`config.mk`:
```
export PLATFORM = sky130hd
export DESIGN_NAME = long_short_press_code_collector
export DESIGN_NICKNAME = d
export VERILOG_FILES = /design/src/rtl/lspcc_pkg.sv /design/src/rtl/long_short_press_code_collector.sv /design/src/rtl/lspcc_eval.sv
export SDC_FILE = /design/constraint.sdc
export NUM_CORES = 1
export LEC_CHECK = 0
export ABC_AREA = 0
export BUFFER_PORTS_ARGS = -buffer_cell sky130_fd_sc_hd__clkbuf_2
export CORE_MARGIN = 5
export CORE_UTILIZATION = 67
export DETAILED_ROUTE_END_ITERATION = 6
export GPL_TIMING_DRIVEN = 0
export PLACE_DENSITY = 0.87
export SYNTH_ARGS = -nofsm -noshare
export SYNTH_HDL_FRONTEND = slang
export SYNTH_SLANG_ARGS = --single-unit
```
`constraint.sdc`:
```
create_clock -name i_clk -period 22.1 [get_ports i_clk]
set_clock_uncertainty 0.15 [all_clocks]
set_input_delay 3.315 -clock i_clk [delete_from_list [all_inputs] [get_ports i_clk]]
set_output_delay 3.315 -clock i_clk [all_outputs]
set_load 0.1 [all_outputs]
```
`src/rtl/lspcc_pkg.sv`:
```
package lspcc_pkg;

    localparam int C_NUM_BUTTONS = 4;
    localparam int C_TIME_BITS   = 32;
    localparam int C_IN_BUTTONS  = 4;
    localparam int C_ACT_BUTTONS = (C_NUM_BUTTONS < C_IN_BUTTONS) ? C_NUM_BUTTONS : C_IN_BUTTONS;
    localparam int C_SUM_BITS    = $clog2(C_ACT_BUTTONS + 1);

    localparam int C_COLOR_BITS = 2;
    localparam int C_IDX_BITS   = 9;
    localparam int C_LP_BITS    = 16;
    localparam int C_CL_BITS    = 8;
    localparam int C_DATA_BITS  = 32;
    localparam int C_ADDR_BITS  = 3;

    localparam logic [C_LP_BITS-1:0] C_LONG_PRESS_RST = 16'd1000;
    localparam logic [C_CL_BITS-1:0] C_CODE_LEN_RST   = 8'd4;

    // register select, taken from paddr[2]
    localparam logic C_REG_LONG_PRESS = 1'b0;
    localparam logic C_REG_CODE_LEN   = 1'b1;

    typedef struct packed {
        logic        begin_req;
        logic        blue_down;
        logic        green_down;
        logic        yellow_down;
        logic        red_down;
        logic [31:0] now_ms;
    } t_poll;

    typedef struct packed {
        logic [C_COLOR_BITS-1:0] color;
        logic                    is_long;
        logic [C_IDX_BITS-1:0]   symbol_index;
        logic                    code_complete;
        logic                    last_of_poll;
    } t_symbol;

    // symbols produced by one poll, one bit per button
    typedef struct packed {
        logic [C_ACT_BUTTONS-1:0] emit;
        logic [C_ACT_BUTTONS-1:0] lng;
        logic [C_IDX_BITS-1:0]    base;
    } t_batch;

endpackage

```
`src/rtl/long_short_press_code_collector.sv`:
```
// Channel   | Direction | Handshake                      | Payload
// poll      | in        | i_poll_valid / o_poll_stall    | i_poll (t_poll)
// symbol    | out       | o_sym_valid  / i_sym_stall     | o_sym  (t_symbol)
// config    | in        | psel/penable/pwrite, pready=1  | paddr, pwdata, prdata
//
// A poll is evaluated in the cycle it is accepted; button state and the
// symbol count update at that edge. Its symbols (0..4) leave one per cycle
// while the output is not stalled, through a batch register and an output
// register; the next poll is taken in the cycle the last symbol of the
// previous one moves to the output register.
// Reset is synchronous, active low, and clears all control state; the
// config registers return to 1000 ms and length 4.
// A stalled output holds its symbol; the batch keeps draining only when
// the output register empties.
module long_short_press_code_collector
    import lspcc_pkg::*;
(
    input  logic                   i_clk,
    input  logic                   i_rst_n,

    input  logic                   i_poll_valid,
    output logic                   o_poll_stall,
    input  t_poll                  i_poll,

    output logic                   o_sym_valid,
    input  logic                   i_sym_stall,
    output t_symbol                o_sym,

    input  logic                   psel,
    input  logic                   penable,
    input  logic                   pwrite,
    input  logic [C_ADDR_BITS-1:0] paddr,
    input  logic [C_DATA_BITS-1:0] pwdata,
    output logic [C_DATA_BITS-1:0] prdata,
    output logic                   pready
);

    // ---------------- configuration registers ----------------
    logic [C_LP_BITS-1:0] r_long_press_ms;
    logic [C_CL_BITS-1:0] r_code_length;
    logic                 cfg_wr;

    assign pready = 1'b1;
    assign cfg_wr = psel && penable && pwrite && pready;

    always_ff @(posedge i_clk) begin
        if (!i_rst_n) begin
            r_long_press_ms <= C_LONG_PRESS_RST;
            r_code_length   <= C_CODE_LEN_RST;
        end else if (cfg_wr) begin
            unique case (paddr[2])
                C_REG_LONG_PRESS: r_long_press_ms <= pwdata[C_LP_BITS-1:0];
                C_REG_CODE_LEN:   r_code_length   <= pwdata[C_CL_BITS-1:0];
                default: ;
            endcase
        end
    end

    always_comb begin
        unique case (paddr[2])
            C_REG_LONG_PRESS: prdata = C_DATA_BITS'(r_long_press_ms);
            C_REG_CODE_LEN:   prdata = C_DATA_BITS'(r_code_length);
            default:          prdata = '0;
        endcase
    end

    // ---------------- poll evaluation ----------------
    logic   poll_acc;
    t_batch eval_batch;

    lspcc_eval u_eval (
        .i_clk           (i_clk),
        .i_rst_n         (i_rst_n),
        .i_accept        (poll_acc),
        .i_poll          (i_poll),
        .i_long_press_ms (r_long_press_ms),
        .i_code_length   (r_code_length),
        .o_batch         (eval_batch)
    );

    // ---------------- batch register / serializer ----------------
    logic                     r_bat_vld, n_bat_vld;
    logic [C_ACT_BUTTONS-1:0] r_bat_mask, n_bat_mask;
    logic [C_ACT_BUTTONS-1:0] r_bat_lng, n_bat_lng;
    logic [C_IDX_BITS-1:0]    r_bat_idx, n_bat_idx;

    logic                     r_out_vld, n_out_vld;
    t_symbol                  r_out, n_out;

    logic [C_ACT_BUTTONS-1:0] pick;   // lowest pending button, one-hot
    logic [C_ACT_BUTTONS-1:0] rest;
    logic                     out_free;
    logic                     move;
    logic                     bat_done;
    t_symbol                  sym;

    assign pick     = r_bat_mask & (~r_bat_mask + C_ACT_BUTTONS'(1));
    assign rest     = r_bat_mask & ~pick;
    assign out_free = !r_out_vld || !i_sym_stall;
    assign move     = r_bat_vld && out_free;
    assign bat_done = move && (rest == '0);

    assign o_poll_stall = r_bat_vld && !bat_done;
    assign poll_acc     = i_poll_valid && !o_poll_stall;

    always_comb begin
        sym.color = '0;
        for (int b = 0; b < C_ACT_BUTTONS; b++) begin
            if (pick[b]) begin
                sym.color = C_COLOR_BITS'(b);
            end
        end
        sym.is_long       = |(pick & r_bat_lng);
        sym.symbol_index  = r_bat_idx;
        // count after this symbol against the code length
        sym.code_complete = ({1'b0, r_bat_idx} + (C_IDX_BITS+1)'(1))
                            >= (C_IDX_BITS+1)'(r_code_length);
        sym.last_of_poll  = (rest == '0);
    end

    always_comb begin
        n_bat_vld  = r_bat_vld;
        n_bat_mask = r_bat_mask;
        n_bat_lng  = r_bat_lng;
        n_bat_idx  = r_bat_idx;
        if (move) begin
            n_bat_mask = rest;
            n_bat_idx  = r_bat_idx + C_IDX_BITS'(1);
            n_bat_vld  = !bat_done;
        end
        // polls that yield nothing leave the batch empty
        if (poll_acc && (eval_batch.emit != '0)) begin
            n_bat_vld  = 1'b1;
            n_bat_mask = eval_batch.emit;
            n_bat_lng  = eval_batch.lng;
            n_bat_idx  = eval_batch.base;
        end

        n_out_vld = r_out_vld;
        n_out     = r_out;
        if (move) begin
            n_out_vld = 1'b1;
            n_out     = sym;
        end else if (r_out_vld && !i_sym_stall) begin
            n_out_vld = 1'b0;
        end
    end

    always_ff @(posedge i_clk) begin
        if (!i_rst_n) begin
            r_bat_vld <= 1'b0;
            r_out_vld <= 1'b0;
        end else begin
            r_bat_vld <= n_bat_vld;
            r_out_vld <= n_out_vld;
        end
    end

    always_ff @(posedge i_clk) begin
        r_bat_mask <= n_bat_mask;
        r_bat_lng  <= n_bat_lng;
        r_bat_idx  <= n_bat_idx;
        r_out      <= n_out;
    end

    assign o_sym_valid = r_out_vld;
    assign o_sym       = r_out;

endmodule

```
`src/rtl/lspcc_eval.sv`:
```
module lspcc_eval
    import lspcc_pkg::*;
(
    input  logic                 i_clk,
    input  logic                 i_rst_n,
    input  logic                 i_accept,
    input  t_poll                i_poll,
    input  logic [C_LP_BITS-1:0] i_long_press_ms,
    input  logic [C_CL_BITS-1:0] i_code_length,
    output t_batch               o_batch
);

    logic [C_ACT_BUTTONS-1:0] r_held, n_held;
    logic [C_ACT_BUTTONS-1:0] r_long_sent, n_long_sent;
    logic [C_TIME_BITS-1:0]   r_press_start [C_ACT_BUTTONS];
    logic [C_TIME_BITS-1:0]   n_press_start [C_ACT_BUTTONS];
    logic [C_IDX_BITS-1:0]    r_count, n_count;

    logic [C_IN_BUTTONS-1:0]  down_vec;
    logic [C_TIME_BITS-1:0]   now_t;
    logic [C_TIME_BITS-1:0]   thresh;
    logic [C_TIME_BITS-1:0]   elapsed [C_ACT_BUTTONS];
    logic [C_IDX_BITS-1:0]    count_eff;
    logic                     ignored;
    logic [C_SUM_BITS-1:0]    n_emit;

    assign down_vec = {i_poll.red_down, i_poll.yellow_down, i_poll.green_down, i_poll.blue_down};
    assign now_t    = C_TIME_BITS'(i_poll.now_ms);
    assign thresh   = C_TIME_BITS'(i_long_press_ms);

    always_comb begin
        count_eff = i_poll.begin_req ? '0 : r_count;
        ignored   = (count_eff >= C_IDX_BITS'(i_code_length));

        n_held        = r_held;
        n_long_sent   = r_long_sent;
        n_press_start = r_press_start;
        o_batch.emit  = '0;
        o_batch.lng   = '0;
        o_batch.base  = count_eff;
        n_emit        = '0;

        for (int b = 0; b < C_ACT_BUTTONS; b++) begin
            // a fresh press counts zero elapsed time
            elapsed[b] = r_held[b] ? (now_t - r_press_start[b]) : '0;
            if (!ignored) begin
                if (down_vec[b]) begin
                    if (!r_held[b]) begin
                        n_held[b]        = 1'b1;
                        n_press_start[b] = now_t;
                    end
                    if (elapsed[b] > thresh && !r_long_sent[b]) begin
                        n_long_sent[b]  = 1'b1;
                        o_batch.emit[b] = 1'b1;
                        o_batch.lng[b]  = 1'b1;
                    end
                end else if (r_held[b]) begin
                    n_held[b] = 1'b0;
                    if (r_long_sent[b]) begin
                        n_long_sent[b] = 1'b0;
                    end else begin
                        o_batch.emit[b] = 1'b1;
                    end
                end
            end
            n_emit = n_emit + C_SUM_BITS'(o_batch.emit[b]);
        end

        n_count = count_eff + C_IDX_BITS'(n_emit);
    end

    always_ff @(posedge i_clk) begin
        if (!i_rst_n) begin
            r_held      <= '0;
            r_long_sent <= '0;
            r_count     <= '0;
        end else if (i_accept) begin
            r_held      <= n_held;
            r_long_sent <= n_long_sent;
            r_count     <= n_count;
        end
    end

    // press time is only read while held, so it needs no reset
    always_ff @(posedge i_clk) begin
        if (i_accept) begin
            r_press_start <= n_press_start;
        end
    end

endmodule

```
==> results.toml <==
[outcome]
outcome = "finished clean"

[die]
floorplan.die_area_um2 = 29160
starting_utilization_of_the_core_area_pct = 68.38
core_area_um2 = 25330
chipHeight_um = 170.8
die_span_in_x_um = 170.8
num_rows = 58
pin_count = 128

[clock_network]
ctsLongestPathBuffers = 3
clock_insertion_delay_worst_skew_ns = 0.53
path_clk_slew_ns = 0.06
cts_root_buffer = "sky130_fd_sc_hd__clkbuf_16"
clock_tree_from_tritoncts = "done"
cts_buffers = 25
cts_setup_buffers = 0
clock_tree.htree_level_count = 1
post_cts_resized = 0
number_of_clock_sinks = 202
ctsHoldBuffers = 0

[timing]
layout_min_cycle_time_ns = 10.60
slew_at_the_pin_closest_to_its_max_slew_limit_ns = 1.175
finalHoldViolations = 0
final.period_utilization_pct = 47.95
timing.setup.tns_ns = 0
worst_slack_ns = 11.50
grt_setup_unrepaired = "false"
final-setup-viol-count = 0
worst_slew_margin_rel_pct = 20.98
finalMaxSlewViolations = 0
fmax_mhz = 94.36

[yosys]
synth_top_cell_by_area = "sky130_fd_sc_hd__edfxtp_1"
async_reset_ff_share_pct = 0
mappedNetlistArea_um2 = 17320
postSynthCellCount = 1994
yosysTopAreaCellShare_pct = 27.57
ys_dominant_reg_cell = "sky130_fd_sc_hd__edfxtp_1"
number_of_enable_flip_flop_cells_after_synthesis = 159
synth_top_cells_by_count = "sky130_fd_sc_hd__ha_1 (211), sky130_fd_sc_hd__nand2_1 (211), sky130_fd_sc_hd__inv_1 (183)"
postSynthRegisterBits = 202
synth.avg_cell_area_um2 = 8.686
seq_area_frac_synth_pct = 32.54
synth.yosys.warnings = 0
synth_top_cells_by_area = "sky130_fd_sc_hd__edfxtp_1 (28%), sky130_fd_sc_hd__ha_1 (15%), sky130_fd_sc_hd__dfxtp_1 (5.0%), sky130_fd_sc_hd__nand2_1 (4.6%), sky130_fd_sc_hd__a21oi_1 (4.4%)"
yosysUniqueCellTypes = 92

[global_routing]
antenna_found_initial = 0
grt.overflow.total = 0
grt_pass1_vias = 15290
maximum_number_of_pins_on_one_net_before_global_route_repair = 33
wire_length_of_the_first_global_routing_pass_um = 75120
grt_use_total_pct = 31.69

[drt]
final_antenna_net_count = 0
wl_per_cell_um = 19.13
wirelength_um = 47380
initialDrtViolationCount = 1503
drc = 0
dr.pass1.iters = 5
avgViaCountPerCell = 6.290
detailroute.via_count = 15580

[placed_design]
pre_cts_slack_ns = 11.15
port_buffers = 90
place.detailed.instances = 2432
dp_hpwl_um = 37030
gp_congestion = 0.9512

[critical_path]
cp-end-kind = "flop"
cp.arrival_ns = 10.90
critical_path.startpoint_type = "primary input"
critPathRequiredTime_ns = 22.40
crit_type = "primary input to flop"
cp_slowest_stage_delay_ns = 0.51
crit_path_max_fanout = 11
cp_common_cell = "sky130_fd_sc_hd__o21ai_0"
crit_path_top_delay_cell = "sky130_fd_sc_hd__fa_1"

[job]
cap_viol_max_count = 0

[final_layout]
filler_cell_count = 1895
utilization_pct = 75.37
antenna_cells_inserted = 0
drive_gt1_share_pct = 9.180
syn2layout_area_growth_pct = 10.22
fin_nets = 2425
finalNonFillerCells = 2476

[pwr]
cellPowerDensity_nw_per_um2 = 85.21
power.static_leakage_nw = 8.477
power.ir.vdd_worst_mv = 0.09333

[worst_hold_path]
worstHoldPathType = "flop to flop"
-- path summary, 6_finish.rpt --
kind | from | endpoint | slack [ns] | cells past startpoint
worst max register to register | u_eval.r_press_start[72]$_DFFE_PP_ | u_eval.r_count[8]$_SDFFE_PN0P_ | 14.24 | 35
worst max-delay path | i_poll[1] | u_eval.r_count[8]$_SDFFE_PN0P_ | 11.50 | 36
worst min-delay path | u_eval.r_count[1]$_SDFFE_PN0P_ | u_eval.r_count[1]$_SDFFE_PN0P_ | 0.31 | 2
worst min register to register | u_eval.r_count[1]$_SDFFE_PN0P_ | u_eval.r_count[1]$_SDFFE_PN0P_ | 0.31 | 2
-- registers in the layout (all words and copies together) (netlist names) --
| signal | count |
|---|---|
| r_long_press_ms | 16 |
| u_eval.r_press_start | 128 |
| r_bat_vld | 1 |
| u_eval.r_count | 9 |
| o_sym_valid | 1 |
| u_eval.r_held | 4 |
| r_bat_idx | 9 |
| r_code_length | 8 |
| o_sym | 14 |
| r_bat_lng | 4 |
| u_eval.r_long_sent | 4 |
| r_bat_mask | 4 |
-- metrics by stage --
| step | total power, mW | hold WS (ns) | cell area [µm²] |
|---|---|---|---|
| finish | 1.627 | 0.3087 | 19090 |
| global route | 1.715 | 0.3439 | 19090 |
| CTS | 1.616 | 0.3145 | 19090 |
| detailed placement | 1.212 | 0.3069 | 18300 |
| global placement | 1.185 | 0.2936 | 18240 |
| floorplan | 1.050 | 0.2802 | 17380 |
-- metal layers --
metal | GRT usage [%] | vias to the layer above | part of all wire (%)
li1 | - | 7486 | -
met3 | 3.466 | 100 | 7.1
met5 | 0 | - | 0
met1 | 39.98 | 7363 | 41
met4 | 9.618 | 0 | 2.9
met2 | 57.26 | 626 | 49
-- cells in the final DEF (no fill, tap or decap), types with 8 or more instances in the layout --
| cell type | instances |
|---|---|
| sky130_fd_sc_hd__nand4_1 | 33 |
| sky130_fd_sc_hd__dfxtp_1 | 43 |
| sky130_fd_sc_hd__o31ai_1 | 10 |
| sky130_fd_sc_hd__a31oi_1 | 23 |
| sky130_fd_sc_hd__a21boi_0 | 28 |
| sky130_fd_sc_hd__ha_1 | 211 |
| sky130_fd_sc_hd__xor2_1 | 45 |
| sky130_fd_sc_hd__clkbuf_1 | 56 |
| sky130_fd_sc_hd__edfxtp_1 | 159 |
| sky130_fd_sc_hd__conb_1 | 17 |
| sky130_fd_sc_hd__nor2b_1 | 37 |
| sky130_fd_sc_hd__a21oi_1 | 151 |
| sky130_fd_sc_hd__a211oi_1 | 14 |
| sky130_fd_sc_hd__nand3_1 | 49 |
| sky130_fd_sc_hd__o21ai_0 | 103 |
| sky130_fd_sc_hd__o211ai_1 | 22 |
| sky130_fd_sc_hd__and3_1 | 16 |
| sky130_fd_sc_hd__o31a_1 | 9 |
| sky130_fd_sc_hd__inv_1 | 183 |
| sky130_fd_sc_hd__nor3_1 | 33 |
| sky130_fd_sc_hd__a211o_1 | 12 |
| sky130_fd_sc_hd__and2_1 | 28 |
| sky130_fd_sc_hd__buf_4 | 17 |
| sky130_fd_sc_hd__nand2b_1 | 26 |
| sky130_fd_sc_hd__nand2_1 | 211 |
| sky130_fd_sc_hd__clkbuf_16 | 25 |
| sky130_fd_sc_hd__clkbuf_2 | 90 |
| sky130_fd_sc_hd__o21bai_1 | 10 |
| sky130_fd_sc_hd__nor2_1 | 152 |
| sky130_fd_sc_hd__a21o_1 | 65 |
| sky130_fd_sc_hd__o21a_1 | 21 |
| sky130_fd_sc_hd__nor3b_1 | 8 |
| sky130_fd_sc_hd__or3_1 | 9 |
| sky130_fd_sc_hd__xnor2_1 | 48 |
| sky130_fd_sc_hd__mux2i_1 | 8 |
-- report_power, final --
part	switching, mW	leakage [nW]	internal, mW	total, mW
sequential	0.0315	1.83	0.493	0.525
clock	0.165	0.381	0.237	0.402
combinational	0.460	6.27	0.240	0.700
-- final cells by class --
class	count	area (µm²)	area share, %
plain buffers	74	359.1	1.881
clock buffers	32	671.9	3.520
clock inverters	12	115.1	0.6030
inverters	184	690.7	3.618
multi-input cells	1549	10710	56.11
flip-flops and latches	202	5635	29.52
well taps	330	412.9	2.163
repair buffers	93	493.0	2.582
-- cells by family (layout without fill, tap and decap cells) --
family          count (synthesis)  count (layout)  synth area share (%)
other cells                     2              17               0.04336
buf+inv                       258             395                 6.061
mux                            19              19                 1.264
xor+xnor                       93              93                 4.703
flops                         202             202                 32.54
compound gates                558             558                 21.40
fa+ha+maj                     218             218                 15.99
simple gates                  644             644                 18.00
-- critical path, delay by kind of cell --
family	cells	cell delay, ns
fa+ha+maj	6	2.02
compound gates	13	2.47
buf+inv	5	0.64
simple gates	11	2.36
xor+xnor	1	0.08
No activity file was read; power rests on OpenSTA's default activity.
